### src/design/cfae_pkg.sv
// ----------------------------------------------------------------------------
// cfae_pkg
// Types, character codes and the hex digit helper for the CAN frame text
// encoder.
// ----------------------------------------------------------------------------
`default_nettype none

package cfae_pkg;

   localparam int unsigned IdWidth      = 29;
   localparam int unsigned StdIdWidth   = 11;
   localparam int unsigned LenWidth     = 4;
   localparam int unsigned PayloadWidth = 64;
   localparam int unsigned PosWidth     = 5;

   localparam logic [LenWidth-1:0] MaxLen    = 4'd8;
   localparam logic [3:0]          ExtDigits = 4'd8;
   localparam logic [3:0]          StdDigits = 4'd3;

   localparam logic [7:0] CharData   = 8'h54;  // 'T'
   localparam logic [7:0] CharRemote = 8'h52;  // 'R'
   localparam logic [7:0] CaseBit    = 8'h20;
   localparam logic [7:0] CharZero   = 8'h30;  // '0'
   localparam logic [7:0] CharUpperA = 8'h41;  // 'A'
   localparam logic [7:0] CharCr     = 8'h0d;
   localparam logic [3:0] NibbleMask = 4'hf;

   typedef struct packed {
      logic [IdWidth-1:0]      frame_id;
      logic                    extended;
      logic                    remote;
      logic [LenWidth-1:0]     length;
      logic [PayloadWidth-1:0] payload;
   } req_type;

   typedef struct packed {
      logic [7:0] ascii_byte;
      logic       last;
   } rsp_type;

   function automatic logic [7:0] hex_char(input logic [3:0] nib);
      logic [7:0] wide;
      wide = {4'd0, nib & NibbleMask};
      if (nib < 4'd10) begin
         hex_char = CharZero + wide;
      end else begin
         hex_char = CharUpperA + wide - 8'd10;
      end
   endfunction

endpackage

`default_nettype wire

### src/design/can_frame_to_ascii_encoder.sv
// ----------------------------------------------------------------------------
// can_frame_to_ascii_encoder
// Turns one CAN frame into its serial-line text, one ASCII byte per cycle,
// ending each run with a carriage return.
//
//   channel  signals                    transfer when
//   req      start, busy, req_frame     start high, busy low at clock edge
//   rsp      rsp_strobe, rsp_data       every cycle rsp_strobe is high
//
// A frame gives 6 to 27 bytes, one per cycle; the byte counter over the
// held frame sets the rate. busy falls in the cycle the closing carriage
// return is formed, so the next frame follows with no gap in the output.
// Synchronous reset clears the active flag, the byte position and the
// strobe. The receiver cannot stall.
// ----------------------------------------------------------------------------
`default_nettype none

module can_frame_to_ascii_encoder
   import cfae_pkg::*;
(
   input  wire logic    clock,
   input  wire logic    reset,
   input  wire logic    start,
   output      logic    busy,
   input  wire req_type req_frame,
   output      logic    rsp_strobe,
   output      rsp_type rsp_data
);

   req_type               frame_ff, frame_in;
   logic                  active_ff, active_in;
   logic [PosWidth-1:0]   pos_ff, pos_in;
   logic                  strobe_ff, strobe_in;
   rsp_type               rsp_ff, rsp_in;

   logic [3:0]            digits;
   logic [PosWidth-1:0]   digits_w;
   logic [PosWidth-1:0]   last_pos;
   logic                  at_last;
   logic                  accept;
   logic [31:0]           id_wide;
   logic [2:0]            id_sel;
   logic [3:0]            pay_sel;
   logic [PosWidth-1:0]   pay_off;
   logic [PosWidth-1:0]   id_off;
   logic [7:0]            head;
   logic [LenWidth-1:0]   sat_len;

   assign digits   = frame_ff.extended ? ExtDigits : StdDigits;
   assign digits_w = {1'b0, digits};
   assign last_pos = digits_w + 5'd2 +
                     (frame_ff.remote ? 5'd0 : {frame_ff.length, 1'b0});
   assign at_last  = (pos_ff == last_pos);
   assign busy     = active_ff && !at_last;
   assign accept   = start && !busy;

   assign id_wide = {3'd0, frame_ff.frame_id};
   assign id_off  = digits_w - pos_ff;
   assign id_sel  = id_off[2:0];
   assign pay_off = pos_ff - digits_w - 5'd2;
   assign pay_sel = pay_off[3:0] ^ 4'd1;
   assign head    = (frame_ff.remote ? CharRemote : CharData) |
                    (frame_ff.extended ? 8'd0 : CaseBit);
   assign sat_len = (req_frame.length > MaxLen) ? MaxLen : req_frame.length;

   always_comb begin
      rsp_in.last = 1'b0;
      if (pos_ff == 5'd0) begin
         rsp_in.ascii_byte = head;
      end else if (pos_ff <= digits_w) begin
         rsp_in.ascii_byte = hex_char(id_wide[{id_sel, 2'b00} +: 4]);
      end else if (pos_ff == digits_w + 5'd1) begin
         rsp_in.ascii_byte = CharZero + {4'd0, frame_ff.length};
      end else if (at_last) begin
         rsp_in.ascii_byte = CharCr;
         rsp_in.last       = 1'b1;
      end else begin
         rsp_in.ascii_byte = hex_char(frame_ff.payload[{pay_sel, 2'b00} +: 4]);
      end
   end

   always_comb begin
      frame_in  = frame_ff;
      active_in = active_ff;
      pos_in    = pos_ff;
      strobe_in = active_ff;
      if (accept) begin
         frame_in.frame_id = req_frame.extended ? req_frame.frame_id :
            {{(IdWidth-StdIdWidth){1'b0}}, req_frame.frame_id[StdIdWidth-1:0]};
         frame_in.extended = req_frame.extended;
         frame_in.remote   = req_frame.remote;
         frame_in.length   = sat_len;
         frame_in.payload  = req_frame.payload;
         active_in         = 1'b1;
         pos_in            = '0;
      end else if (active_ff) begin
         pos_in = pos_ff + 5'd1;
         if (at_last) begin
            active_in = 1'b0;
         end
      end
   end

   always_ff @(posedge clock) begin
      if (reset) begin
         active_ff <= 1'b0;
         strobe_ff <= 1'b0;
         pos_ff    <= '0;
      end else begin
         active_ff <= active_in;
         strobe_ff <= strobe_in;
         pos_ff    <= pos_in;
      end
   end

   always_ff @(posedge clock) begin
      frame_ff <= frame_in;
      rsp_ff   <= rsp_in;
   end

   assign rsp_strobe = strobe_ff;
   assign rsp_data   = rsp_ff;

endmodule

`default_nettype wire

### config.mk
export PLATFORM = sky130hd
export DESIGN_NAME = can_frame_to_ascii_encoder
export DESIGN_NICKNAME = d
export VERILOG_FILES = /design/src/design/cfae_pkg.sv /design/src/design/can_frame_to_ascii_encoder.sv
export SDC_FILE = /design/constraint.sdc
export NUM_CORES = 1
export LEC_CHECK = 0
export BUFFER_PORTS_ARGS = -buffer_cell sky130_fd_sc_hd__buf_2
export CORE_MARGIN = 2
export CORE_UTILIZATION = 45
export DETAILED_ROUTE_END_ITERATION = 7
export HOLD_SLACK_MARGIN = 0.06
export PLACE_DENSITY = 0.78
export SLEW_MARGIN = 40
export SYNTH_ARGS = -nofsm -noshare
export SYNTH_HDL_FRONTEND = slang
export SYNTH_SLANG_ARGS = --single-unit
export TNS_END_PERCENT = 5
### constraint.sdc
create_clock -name clock -period 5.89 [get_ports clock]
set_clock_uncertainty 0.15 [all_clocks]
set_input_delay 1.178 -clock clock [delete_from_list [all_inputs] [get_ports clock]]
set_output_delay 1.178 -clock clock [all_outputs]
set_load 0.005 [all_outputs]
### Word-level counts from Yosys, hierarchy flattened

Cells that the tools add are included.
W data, S select, Z words.

* register bits after elaboration: 115
* input bits: 102
* output and inout port bits: 11

* add/sub/neg operators: 14
* $lt $le $gt $ge: 4
* equality and inequality tests: 2
* shifts and indexed selects: 2
* muxes and demuxes: 14
* bitwise gates (word level): 2
* reduce and logical (&&, ||, !) cells: 7

Operators with widths (count)
* $shiftx A64 B7 Y4: 1
* $mux W8: 6
* $shiftx A32 B6 Y4: 1
* $add A6 B4 Y7 const A: 3
* $add A7 B4 Y8 const A: 2
* $sub A8 B4 Y8 const B: 2
* $eq A5 B5 Y1: 2
* $lt A4 B4 Y1 const B: 2
* $or A7 B6 Y7: 1
* $mux W6: 1
* $add A4 B1 Y5 const B: 1
* $add A4 B2 Y5 const B: 1
* $add A5 B1 Y5 const B: 1
* $add A5 B5 Y5: 1
* $le A5 B4 Y1: 1
* $logic_not A5 Y1: 1
* $mux W5: 1
* $gt A4 B4 Y1 const B: 1
* $mux W1: 4
* $mux W4: 1
* $sub A4 B2 Y4 const B: 1
* $sub A4 B4 Y4: 1
* $mux W3: 1
* $reduce_or A3 Y1: 1
* 5 further kinds: 7

### Logic depth before layout (Yosys ltp)

Gate-level depths: netlist of run 1.

* depth after elaboration: 12
* depth in mapped cells: 14

### Least setup slack after synthesis of run 1

Ideal clock, no wire load.

* path kind: register to register
* start point: reg frame_ff[68] in the netlist's numbering
* end point: reg pos_ff[0]
* library setup time: 0.119 ns
* data arrival time: 4.389 ns
* required time: 5.621 ns
* setup slack: 1.231 ns
* stages on the path, launching flop included: 12
* path buffers: 0
* period minus slack after synthesis: 4.659 ns
* cells stage by stage: edfxtp_1 nand2b_1 ha_1 inv_1 ha_1 ha_1 xnor2_1 xnor3_2 o21ai_0 and2_1 or2_1 nor2_1

* longest elaborated chain between the ends: 8

RTL lines
* from (decl): RTL line can_frame_to_ascii_encoder.sv:30 `req_type frame_ff, frame_in;`
* from (signal assigned): RTL line can_frame_to_ascii_encoder.sv:117 `frame_ff <= frame_in;`
* $mux W5: RTL line can_frame_to_ascii_encoder.sv:52 `(frame_ff.remote ? 5'd0 : {frame_ff.length, 1'b0});`
* $add A5 B5 Y5: RTL line can_frame_to_ascii_encoder.sv:51 `assign last_pos = digits_w + 5'd2 +`
* $eq A5 B5 Y1: RTL line can_frame_to_ascii_encoder.sv:53 `assign at_last = (pos_ff == last_pos);`
* $logic_not A1 Y1: RTL line can_frame_to_ascii_encoder.sv:54 `assign busy = active_ff && !at_last;`
* $logic_and A1 B1 Y1: RTL line can_frame_to_ascii_encoder.sv:54
* $logic_not A1 Y1: RTL line can_frame_to_ascii_encoder.sv:55 `assign accept = start && !busy;`
* $logic_and A1 B1 Y1: RTL line can_frame_to_ascii_encoder.sv:55
* via accept: RTL line can_frame_to_ascii_encoder.sv:40 `logic accept;`
* $reduce_or A2 Y1 (no source line)
* to (signal assigned): RTL line can_frame_to_ascii_encoder.sv:112 `pos_ff <= pos_in;`
* to (decl): RTL line can_frame_to_ascii_encoder.sv:32 `logic [PosWidth-1:0] pos_ff, pos_in;`

The timed path passes the listed nets, and every way through them passes these cells.
A chain may end at the register's enable or synchronous reset.

### Worst setup path in the final report of run 1

* start point: reg frame_ff[69] in the netlist's numbering
* end point: reg rsp_ff, in the netlist rsp_data[7]

* longest elaborated chain between the ends: 12

RTL lines
* $mux W4 *: RTL line can_frame_to_ascii_encoder.sv:49 `assign digits = frame_ff.extended ? ExtDigits : StdDigits;`
* $sub A4 B4 Y4: RTL line can_frame_to_ascii_encoder.sv:60 `assign pay_off = pos_ff - digits_w - 5'd2;`
* $sub A4 B2 Y4: RTL line can_frame_to_ascii_encoder.sv:60
* $not A1 Y1 (no source line)
* $shiftx A64 B7 Y4: RTL line can_frame_to_ascii_encoder.sv:78 `rsp_in.ascii_byte = hex_char(frame_ff.payload[{pay_sel, 2'b00} +: 4]);`
* $add A7 B4 Y8: RTL line cfae_pkg.sv:47 `hex_char = CharUpperA + wide - 8'd10;`
* $sub A8 B4 Y8: RTL line cfae_pkg.sv:47
* $mux W8: RTL line cfae_pkg.sv:44 `if (nib < 4'd10) begin`
* $mux W8: RTL line can_frame_to_ascii_encoder.sv:74 `end else if (at_last) begin`
* $mux W8: RTL line can_frame_to_ascii_encoder.sv:72 `end else if (pos_ff == digits_w + 5'd1) begin`
* $mux W8 *: RTL line can_frame_to_ascii_encoder.sv:70 `end else if (pos_ff <= digits_w) begin`
* $mux W8 *: RTL line can_frame_to_ascii_encoder.sv:68 `if (pos_ff == 5'd0) begin`
* to (signal assigned): RTL line can_frame_to_ascii_encoder.sv:118 `rsp_ff <= rsp_in;`
* to (decl): RTL line can_frame_to_ascii_encoder.sv:34 `rsp_type rsp_ff, rsp_in;`

Every way passes the cells marked *; elsewhere a longest branch is shown, timed or not.

==> results of run 1 <==
[final cells by class]
cell class	count	area [µm²]	area share, %
clock buffer	17	425	6.60
clock inverter	15	158	2.45
inverter	11	41.3	0.641
multi-input combinational	181	1750	27.2
sequential	114	3270	50.8
tap	143	179	2.78
timing repair buffer	115	611	9.48
[cell usage after synthesis, drive strengths merged (3+ instances only)]
cell    instances
clkbuf          4
xor2            7
nor2           16
nand2           7
xnor2           5
inv            11
buf             9
ha             15
dfxtp          15
mux4           21
o21ai           9
edfxtp         99
mux2i          18
nor2b           9
nand4           3
a21oi           6
nor3            5
and2           21
[registers in the layout, indices dropped and copies added (netlist names)]
name        flops
frame_ff       99
rsp_data        8
pos_ff          5
active_ff       1
rsp_strobe      1
[logic make-up after synthesis]
logic type | Yosys count | synth area share, %
AO/OA/AOI/OAI | 34 | 4.44
XOR/XNOR | 13 | 2.86
adder cells (fa/ha/maj) | 17 | 4.41
buffers and inverters | 24 | 2.64
flip-flops | 114 | 63.4
multiplexers | 41 | 14.0
other | 1 | 0.0727
AND/OR/NAND/NOR | 75 | 8.19
[how the worst max path moves through the flow]
stage                             endpoint  slack (ns)              startpoint
CTS                 rsp_data[7]$_SDFF_PP1_        1.79  frame_ff[69]$_DFFE_PP_
global placement    rsp_data[7]$_SDFF_PP1_        1.97  frame_ff[69]$_DFFE_PP_
floorplan           pos_ff[0]$_SDFFE_PP0P_        1.23  frame_ff[68]$_DFFE_PP_
detailed placement  rsp_data[7]$_SDFF_PP1_        1.82  frame_ff[69]$_DFFE_PP_
global route        rsp_data[7]$_SDFF_PP1_        1.50  frame_ff[69]$_DFFE_PP_
finish              rsp_data[7]$_SDFF_PP1_        1.78  frame_ff[69]$_DFFE_PP_
[metrics by stage]
stage | utilization, % | power, µW
4_1_cts | 56.9 | 2290
2_1_floorplan | - | 1200
3_5_place_dp | 51.7 | 1290
3_3_place_gp | 51.4 | 1270
6_report | 56.9 | 2270
5_1_grt | 56.9 | 2360
[power breakdown]
part	switching [µW]	internal, µW
Sequential	17.3	938
Clock	369	625
Combinational	165	157
Total	551	1720
[per-layer routing]
layer | part of all wire, % | up-vias | GRT usage (%)
met2 | 49 | 119 | 27.2
met3 | 5.0 | 23 | 4.81
met1 | 44 | 1497 | 21.7
li1 | - | 1476 | -
met4 | 2.2 | 0 | 7.65
met5 | 0 | - | 0
==> out/results.md, run 1 <==
| Quantity | Reported | Unit |
|:---|:---|:---|
| Global-route usage over all layers | 17.0 | % |
| Initial DRC count | 160 | - |
| Portion of synthesized cell area occupied by the leading cell type | 57.6 | % |
| Gate Count Post-Synth | 319 | - |
| Most instantiated flip-flop cell in the synthesis netlist | edfxtp_1 | - |
| Number of core rows | 39 | - |
| Max-capacitance violation count | 0 | - |
| Inserted Clock Buffers | 17 | - |
| Critical path buffer and inverter count | 2 | - |
| DPL Wire Length | 7.13 | mm |
| Cell-by-cell listing of the critical path | inv_1, ha_1, inv_1, ha_1, fa_1, mux4_2, mux2_2, a21oi_1, ha_1, nor3_1, o31ai_1, nor3_1, or3_1 | - |
| Mean area per synthesized cell | 16.2 | µm² |
| Setup repair after global routing missed its margin | no | - |
| Count of non-filler cells in the finished layout | 596 | - |
| Share of layout cells above drive strength 1 | 36.6 | % |
| Floorplan die width | 111 | µm |
| # clock sinks | 114 | - |
| Hold depth | 1 | - |
| Post-route DRC | 0 | - |
| Top Ports | 113 | - |
| Biggest area consumer among synthesized cells | edfxtp_1 | - |
| Outcome | complete, no violations | - |
| Ys async rst share | 0 | % |
| Synthesized area | 5160 | µm² |
| Hold Fails Final Rpt | 0 | - |
| Area post-placement | 5860 | µm² |
| Die area | 12,300 | µm² |
| # placed instances | 564 | - |
| Pre-antenna DRT Iters | 4 | - |
| Cell Pwr Density | 353 | nW/µm² |
| Average vias per placed instance | 5.23 | - |
| Count of buffers added by post-CTS timing repair for setup | 0 | - |
| Most frequent cell on the critical path | ha_1 | - |
| Library cells used by synthesis | 57 | - |
| Global-route wire length before repair | 16.1 | mm |
| Leading cell type in the layout, fill and taps excluded | buf_2 | - |
| Resized Gates After CTS | 0 | - |
| Floorplan Core Area | 11,300 | µm² |
| Peak Freq | 243 | MHz |
| Total wire length after detailed routing | 10.1 | mm |
| FF-to-FF setup slack | 1.78 | ns |
| Slowest cell on the critical path | fa_1 | - |
| Hold path start | active_ff$_SDFF_PP0_ | - |
| Via count of the first global-routing pass | 3,275 | - |
| Cell type group with the largest total delay on the critical path | adder cells | - |
| Cell types with the largest area share after synthesis | edfxtp_1 58%, dfxtp_1 5.8%, mux4_1 5.1% | - |
| Pins over their slew limit | 0 | - |
| Class of the tightest hold or removal check | flip-flop to flip-flop | - |
| Filler Cells Inserted | 867 | - |
| Vias | 3,115 | - |
| Skew-Pair Late Insertion Delay | 0.41 | ns |
| Cts hold-fix bufs | 0 | - |
| Diodes inserted | 0 | - |
| FF-to-FF End | rsp_data[7]$_SDFF_PP1_ | - |
| Count of endpoints failing setup in the final report | 0 | - |
| Global placer's final weighted congestion | 0.882 | - |
| Net count of the mapped netlist | 438 | - |
| Length in cells of the worst reg-to-reg path | 13 | - |
| Slowest stage delay, CP | 0.66 | ns |
| Nature of the critical path endpoint | flip-flop | - |
| CP max FO | 7 | - |
| Startpoint type of the worst setup path | flip-flop | - |
| Worst-case hold path end point | rsp_strobe$_SDFF_PP0_ | - |
| Sum Neg Setup Slack | 0 | ns |
| Tcrit/Tclk final | 69.8 | % |
| Sequential share of the synthesized area | 63.4 | % |
| Leakage | 0.00257 | µW |
| Initial core utilization | 45.6 | % |
| Number of synthesized register bits | 114 | - |
| Setup slack of the critical path after layout | 1.78 | ns |
| Highest-count cells in the layout ignoring fill and taps | 111 x buf_2, 99 x edfxtp_1, 19 x and2_1 | - |
| Clock tree from TritonCTS | done | - |
| Area growth syn-to-layout | 24.8 | % |
| Cell count along the critical path | 13 | - |
| Peak supply drop | 0.181 | mV |
| Antenna Nets Post-Route | 0 | - |
| Actual slew at the worst max-slew pin | 0.794 | ns |
| Buffers from clock root to sink, at most | 2 | - |
| Number of warnings printed during yosys synthesis | 0 | - |
| Slew Limit Headroom | 46.3 | % |
| Routed WL per cell | 16.9 | µm |
| Source of the worst register-to-register timing path | frame_ff[69]$_DFFE_PP_ | - |
| Critical Setup Path Class | flip-flop to flip-flop | - |
| Height of the chip | 111 | µm |
| Global route total overflow | 0 | - |
| CTS clock-pin slew for the worst setup and hold paths | 0.06 | ns |
| Pre-CTS setup slack | 1.82 | ns |
| Critical path arrival | 4.24 | ns |
| Number of antenna violations at the first check in global routing | 0 | - |
| Pin count of the biggest net entering global routing | 36 | - |
| Max H-tree Level | 4 | - |
| Crit path required time | 6.02 | ns |
| Final standard cell area without fillers | 6440 | µm² |
| Number of enable flip-flop cells after synthesis | 99 | - |
| Number of nets in the layout | 559 | - |
| Total of buffers placed on input and output ports | 111 | - |
| Worst hold margin | 0.450 | ns |
| CTS root buf | clkbuf_16 | - |
| Minimum clock period | 4.11 | ns |
No activity file was read; power rests on OpenSTA's default activity.
==> run 2: changes to the inputs <==
PLACE_DENSITY = 0.81   (was 0.78)
clock period = 3.3 ns   (was 5.89 ns; I/O delays follow)
==> out/results.md, run 2 (synthesis gave the netlist of run 1 again) <==
| Quantity | Reported | Unit | Change |
|:---|:---|:---|:---|
| Total wire length after detailed routing | 10.2 | mm | was 10.1 mm |
| # clock sinks | 114 | - | unchanged |
| Global-route wire length before repair | 16.4 | mm | was 16.1 mm |
| DPL Wire Length | 7.32 | mm | was 7.13 mm |
| Post-layout util | 60.2 | % | was 56.9% |
| Hold depth | 1 | - | unchanged |
| Inserted Clock Buffers | 17 | - | unchanged |
| Relative contribution of the clock network to total power | 43.6 | % | was 43.8% |
| CP max FO | 4 | - | was 7 |
| Max H-tree Level | 4 | - | unchanged |
| Slew Limit Headroom | 65.5 | % | was 46.3% |
| Height of the chip | 111 | µm | unchanged |
| Leading cell type in the layout, fill and taps excluded | buf_2 | - | unchanged |
| Highest-count cells in the layout ignoring fill and taps | 111 x buf_2, 99 x edfxtp_1, 25 x buf_4 | - | was 111 x buf_2, 99 x edfxtp_1, 19 x and2_1 |
| Initial DRC count | 167 | - | was 160 |
| Via count of the first global-routing pass | 3,347 | - | was 3,275 |
| Largest register FFs | 99 | - | unchanged |
| Peak supply drop | 0.449 | mV | was 0.181 mV |
| Global route total overflow | 0 | - | unchanged |
| Cell Pwr Density | 633 | nW/µm² | was 353 nW/µm² |
| Pins over their slew limit | 0 | - | unchanged |
| Net switching power figure | 1000 | µW | was 551 µW |
| Cell-by-cell listing of the critical path | inv_2, ha_4, inv_4, ha_4, fa_2, mux4_2, mux2_4, a21oi_4, ha_4, nor3_2, o31ai_2, nor3_1, or3_1 | - | was inv_1, ha_1, inv_1, ha_1, fa_1, mux4_2, mux2_2, a21oi_1, ha_1, nor3_1, o31ai_1, nor3_1, or3_1 |
| Share of layout cells above drive strength 1 | 44.1 | % | was 36.6% |
| Average vias per placed instance | 5.10 | - | was 5.23 |
| Slowest cell on the critical path | fa_2 | - | was fa_1 |
| Crit path required time | 3.43 | ns | was 6.02 ns |
| Comb power frac | 17.0 | % | was 14.2% |
| Clock tree from TritonCTS | done | - | unchanged |
| Number of nets in the layout | 584 | - | was 559 |
| Antenna Nets Post-Route | 0 | - | unchanged |
| Critical path arrival | 3.53 | ns | was 4.24 ns |
| Vias | 3,170 | - | was 3,115 |
| Length in cells of the worst reg-to-reg path | 13 | - | unchanged |
| Top Ports | 113 | - | unchanged |
| Skew-Pair Late Insertion Delay | 0.42 | ns | was 0.41 ns |
| Most frequent cell on the critical path | ha_4 | - | was ha_1 |
| Cts hold-fix bufs | 0 | - | unchanged |
| Floorplan Core Area | 11,300 | µm² | unchanged |
| Sequential share of power | 39.5 | % | was 42.1% |
| Switching part of the total power | 23.2 | % | was 24.3% |
| Count of non-filler cells in the finished layout | 621 | - | was 596 |
| Hold Fails Final Rpt | 0 | - | unchanged |
| Max-capacitance violation count | 0 | - | unchanged |
| Area growth syn-to-layout | 32.1 | % | was 24.8% |
| Global-route usage over all layers | 17.7 | % | was 17.0% |
| Cell count along the critical path | 13 | - | unchanged |
| # placed instances | 583 | - | was 564 |
| Routed WL per cell | 16.5 | µm | was 16.9 µm |
| Global placer's final weighted congestion | 0.861 | - | was 0.882 |
| Class of the tightest hold or removal check | input pin to flip-flop | - | was flip-flop to flip-flop |
| Register bank with the most flops | frame_ff | - | unchanged |
| Floorplan die width | 111 | µm | unchanged |
| Startpoint type of the worst setup path | flip-flop | - | unchanged |
| CTS clock-pin slew for the worst setup and hold paths | 0.06 | ns | about the same |
| Peak Freq | 294 | MHz | was 243 MHz |
| Post-route DRC | 0 | - | unchanged |
| Critical path buffer and inverter count | 2 | - | unchanged |
| Nature of the critical path endpoint | flip-flop | - | unchanged |
| Slowest stage delay, CP | 0.55 | ns | was 0.66 ns |
| Buffers from clock root to sink, at most | 2 | - | unchanged |
| Leakage | 0.00274 | µW | was 0.00257 µW |
| Violated checks | setup timing | - |  |
| Total of buffers placed on input and output ports | 111 | - | unchanged |
| Actual slew at the worst max-slew pin | 0.516 | ns | was 0.794 ns |
| Diodes inserted | 0 | - | unchanged |
| Setup repair after global routing missed its margin | yes | - | was no |
| Initial core utilization | 45.6 | % | unchanged |
| Count of endpoints failing setup in the final report | 3 | - | was 0 |
| Tcrit/Tclk final | 103 | % | was 69.8% |
| Die area | 12,300 | µm² | unchanged |
| Number of core rows | 39 | - | unchanged |
| Cell type group with the largest total delay on the critical path | adder cells | - | unchanged |
| Outcome | finished with violations | - | was complete, no violations |
| Setup slack of the critical path after layout | -0.101 | ns | was 1.78 ns |
| Number of antenna violations at the first check in global routing | 0 | - | unchanged |
| Minimum clock period | 3.40 | ns | was 4.11 ns |
| CTS root buf | clkbuf_16 | - | unchanged |
| Critical Setup Path Class | flip-flop to flip-flop | - | unchanged |
| Pin count of the biggest net entering global routing | 27 | - | was 36 |
| Pre-antenna DRT Iters | 4 | - | unchanged |
| Internal power summed over all cells | 3310 | µW | was 1720 µW |
-- run 2: final cells by class --
cell class | instances | area (µm²)
fill | 834 | 4500
sequential | 114 | 3270
multi-input combinational | 181 | 1880
timing repair buffer | 140 | 823
clock buffer | 18 | 429
clock inverter | 14 | 186
tap | 143 | 179
inverter | 11 | 47.5
-- run 2: final timing paths --
path	start	endpoint	slack [ns]
setup / recovery	frame_ff[69]$_DFFE_PP_	rsp_data[7]$_SDFF_PP1_	-0.10
hold / removal	req_frame[75]	frame_ff[75]$_DFFE_PP_	0.26
setup reg to reg	frame_ff[69]$_DFFE_PP_	rsp_data[7]$_SDFF_PP1_	-0.10
hold reg to reg	frame_ff[65]$_SDFFCE_PN0P_	rsp_data[2]$_DFF_P_	0.49
-- run 2: routing by layer --
metal,wire [µm],vias up,share of wire (%),GRT usage (%)
met5,0,-,0,0
met4,183,0,1.8,7.82
met3,620,17,6.1,5.96
met2,5180,116,51,29.2
met1,4250,1508,42,21.2
li1,-,1529,-,-
-- run 2: power by group through the flow --
stage | registers (µW) | clock network [µW] | logic [µW]
CTS | 1700 | 1930 | 680
finish | 1700 | 1880 | 731
floorplan | 1720 | 0 | 413
global placement | 1730 | 0 | 613
detailed placement | 1730 | 0 | 633
global route | 1710 | 1990 | 796
-- run 2: metrics by stage --
stage | setup TNS [ns] | total power [µW] | hold WS, ns | setup slack (ns) | cell area (µm²)
floorplan | -0.303 | 2140 | 0.392 | -0.228 | 5190
detailed placement | -0.229 | 2360 | 0.461 | -0.212 | 6050
CTS | -0.152 | 4310 | 0.246 | -0.152 | 6740
global route | -0.704 | 4490 | 0.252 | -0.245 | 6820
finish | -0.205 | 4310 | 0.265 | -0.101 | 6820
global placement | -0.0552 | 2340 | 0.449 | -0.0552 | 6050
-- run 2: timing repair --
| item | in CTS | in global routing |
|---|---|---|
| pin swaps | 9 | 6 |
| buffers inserted | 4 | 2 |
| gates resized for setup | 12 | 10 |
| setup endpoints to repair | 5 | 7 |
==> run 3: changes to the inputs <==
clock period = 2.7 ns   (was 3.3 ns; I/O delays follow)
==> out/results.md, run 3 (synthesis gave the netlist of run 1 again) <==
| Quantity | Reported | Unit | Change |
|:---|:---|:---|:---|
| Outcome | finished with violations | - | unchanged |
| Violated checks | setup timing | - | unchanged |
| Critical path arrival | 3.49 | ns | was 3.53 ns |
| CTS clock-pin slew for the worst setup and hold paths | 0.06 | ns | about the same |
| Die area | 12,300 | µm² | unchanged |
| Floorplan die width | 111 | µm | unchanged |
| Most frequent cell on the critical path | ha_4 | - | unchanged |
| Inserted Clock Buffers | 17 | - | unchanged |
| Final standard cell area without fillers | 6960 | µm² | was 6820 µm² |
| Tcrit/Tclk final | 124 | % | was 103% |
| Minimum clock period | 3.35 | ns | was 3.40 ns |
| Routed WL per cell | 17.0 | µm | was 16.5 µm |
| Class of the tightest hold or removal check | input pin to flip-flop | - | unchanged |
| Cell Pwr Density | 746 | nW/µm² | was 633 nW/µm² |
| Global-route usage over all layers | 17.9 | % | was 17.7% |
| Leading cell type in the layout, fill and taps excluded | buf_2 | - | unchanged |
| Area growth syn-to-layout | 34.9 | % | was 32.1% |
| Hold path start | req_frame[39] | - | was req_frame[75] |
| Filler Cells Inserted | 814 | - | was 834 |
| Final Power | 5200 | µW | was 4310 µW |
| FF-to-FF setup slack | -0.65 | ns | was -0.10 ns |
| Pins over their slew limit | 0 | - | unchanged |
| Slowest cell on the critical path | fa_2 | - | unchanged |
| Global-route wire length before repair | 16.8 | mm | was 16.4 mm |
| Crit path required time | 2.84 | ns | was 3.43 ns |
| Pre-antenna DRT Iters | 5 | - | was 4 |
| Floorplan Core Area | 11,300 | µm² | unchanged |
| Register bank with the most flops | frame_ff | - | unchanged |
| Peak supply drop | 0.561 | mV | was 0.449 mV |
| Critical Setup Path Class | flip-flop to flip-flop | - | unchanged |
| Pin count of the biggest net entering global routing | 34 | - | was 27 |
| # clock sinks | 114 | - | unchanged |
| Total of buffers placed on input and output ports | 111 | - | unchanged |
| Leakage | 0.00280 | µW | was 0.00274 µW |
| Count of endpoints failing setup in the final report | 15 | - | was 3 |
| Max H-tree Level | 4 | - | unchanged |
| Skew-Pair Late Insertion Delay | 0.40 | ns | was 0.42 ns |
| Setup slack of the critical path after layout | -0.653 | ns | was -0.101 ns |
| Buffers from clock root to sink, at most | 2 | - | unchanged |
| Cell type group with the largest total delay on the critical path | adder cells | - | unchanged |
| Global placer's final weighted congestion | 0.844 | - | was 0.861 |
| Global route total overflow | 0 | - | unchanged |
| Slowest stage delay, CP | 0.57 | ns | was 0.55 ns |
| Cell-by-cell listing of the critical path | inv_2, ha_4, inv_4, ha_4, fa_2, mux4_2, mux2_4, a21oi_4, ha_4, nor3_2, o31ai_2, nor3_1, or3_1 | - | unchanged |
| DPL Wire Length | 7.91 | mm | was 7.32 mm |
| Peak Freq | 298 | MHz | was 294 MHz |
| Initial core utilization | 45.6 | % | unchanged |
| Number of nets in the layout | 604 | - | was 584 |
| Hold Fails Final Rpt | 0 | - | unchanged |
| Startpoint type of the worst setup path | flip-flop | - | unchanged |
| Top Ports | 113 | - | unchanged |
| Vias | 3,320 | - | was 3,170 |
| Setup repair after global routing missed its margin | yes | - | unchanged |
| Diodes inserted | 0 | - | unchanged |
| CTS root buf | clkbuf_16 | - | unchanged |
| FF-to-FF End | rsp_data[7]$_SDFF_PP1_ | - | unchanged |
| Nature of the critical path endpoint | flip-flop | - | unchanged |
| Highest-count cells in the layout ignoring fill and taps | 111 x buf_2, 99 x edfxtp_1, 40 x buf_4 | - | was 111 x buf_2, 99 x edfxtp_1, 25 x buf_4 |
| Area post-placement | 6190 | µm² | was 6050 µm² |
| Number of antenna violations at the first check in global routing | 0 | - | unchanged |
| Clock tree from TritonCTS | done | - | unchanged |
| Post-route DRC | 0 | - | unchanged |
| CP max FO | 3 | - | was 4 |
| Post-layout util | 61.5 | % | was 60.2% |
| Via count of the first global-routing pass | 3,461 | - | was 3,347 |
| Average vias per placed instance | 5.18 | - | was 5.10 |
| Initial DRC count | 192 | - | was 167 |
| Height of the chip | 111 | µm | unchanged |
| Max-capacitance violation count | 0 | - | unchanged |
| Share of layout cells above drive strength 1 | 47.4 | % | was 44.1% |
| Hold depth | 1 | - | unchanged |
| Source of the worst register-to-register timing path | frame_ff[69]$_DFFE_PP_ | - | unchanged |
| Antenna Nets Post-Route | 0 | - | unchanged |
| Length in cells of the worst reg-to-reg path | 13 | - | unchanged |
| Number of core rows | 39 | - | unchanged |
| Total wire length after detailed routing | 10.9 | mm | was 10.2 mm |
| Worst-case hold path end point | frame_ff[39]$_DFFE_PP_ | - | was frame_ff[75]$_DFFE_PP_ |
| Pre-CTS setup slack | -0.792 | ns | was -0.212 ns |
| Cts hold-fix bufs | 0 | - | unchanged |
| Critical path buffer and inverter count | 2 | - | unchanged |
| Largest register FFs | 99 | - | unchanged |
==> run 3: how the worst max path moves through the flow <==
stage / end / slack [ns] / depth (start not counted) / from
global route: rsp_data[7]$_SDFF_PP1_ / -0.78 / 13 / frame_ff[69]$_DFFE_PP_
floorplan: rsp_data[7]$_SDFF_PP1_ / -0.83 / 13 / frame_ff[69]$_DFFE_PP_
finish: rsp_data[7]$_SDFF_PP1_ / -0.65 / 13 / frame_ff[69]$_DFFE_PP_
CTS: rsp_data[7]$_SDFF_PP1_ / -0.67 / 13 / frame_ff[69]$_DFFE_PP_
detailed placement: rsp_data[7]$_SDFF_PP1_ / -0.79 / 13 / frame_ff[69]$_DFFE_PP_
global placement: rsp_data[7]$_SDFF_PP1_ / -0.64 / 13 / frame_ff[69]$_DFFE_PP_
==> run 3: what timing repair did <==
item,4_1_cts,5_1_grt
cloned,0,1
resized for setup,16,21
setup buffers,3,5
pin swaps,11,9
endpoints found under the setup margin,55,113
==> run 3: stage by stage <==
stage	instances	setup TNS, ns	hold WS, ns
after CTS	636	-9.17	0.141
after detailed placement	601	-4.13	0.466
after floorplan	319	-29.64	0.392
after global placement	601	-3.28	0.456
final	641	-4.00	0.157
after global routing	641	-13.02	0.132
==> run 3: area by class of cell <==
class	count	area [µm²]	area share, %
well taps	143	179	2.57
multi-input cells	181	1900	27.3
clock inverters	13	138	1.98
clock buffers	19	433	6.22
flip-flops and latches	114	3270	47.0
inverters	11	43.8	0.629
repair buffers	160	992	14.2
==> run 3: layer usage <==
metal / up-vias / GRT usage (%) / part of all wire, %
li1: 1569 / - / -
met2: 125 / 30.1 / 51
met3: 17 / 5.80 / 5.7
met4: 0 / 6.50 / 1.8
met1: 1609 / 21.8 / 42
met5: - / 0 / 0
==> run 3: where the power goes <==
part           leakage (µW)  internal [µW]  switching [µW]
Sequential          0.00107           2050            35.1
Clock              0.000265           1350             778
Combinational       0.00146            528             455
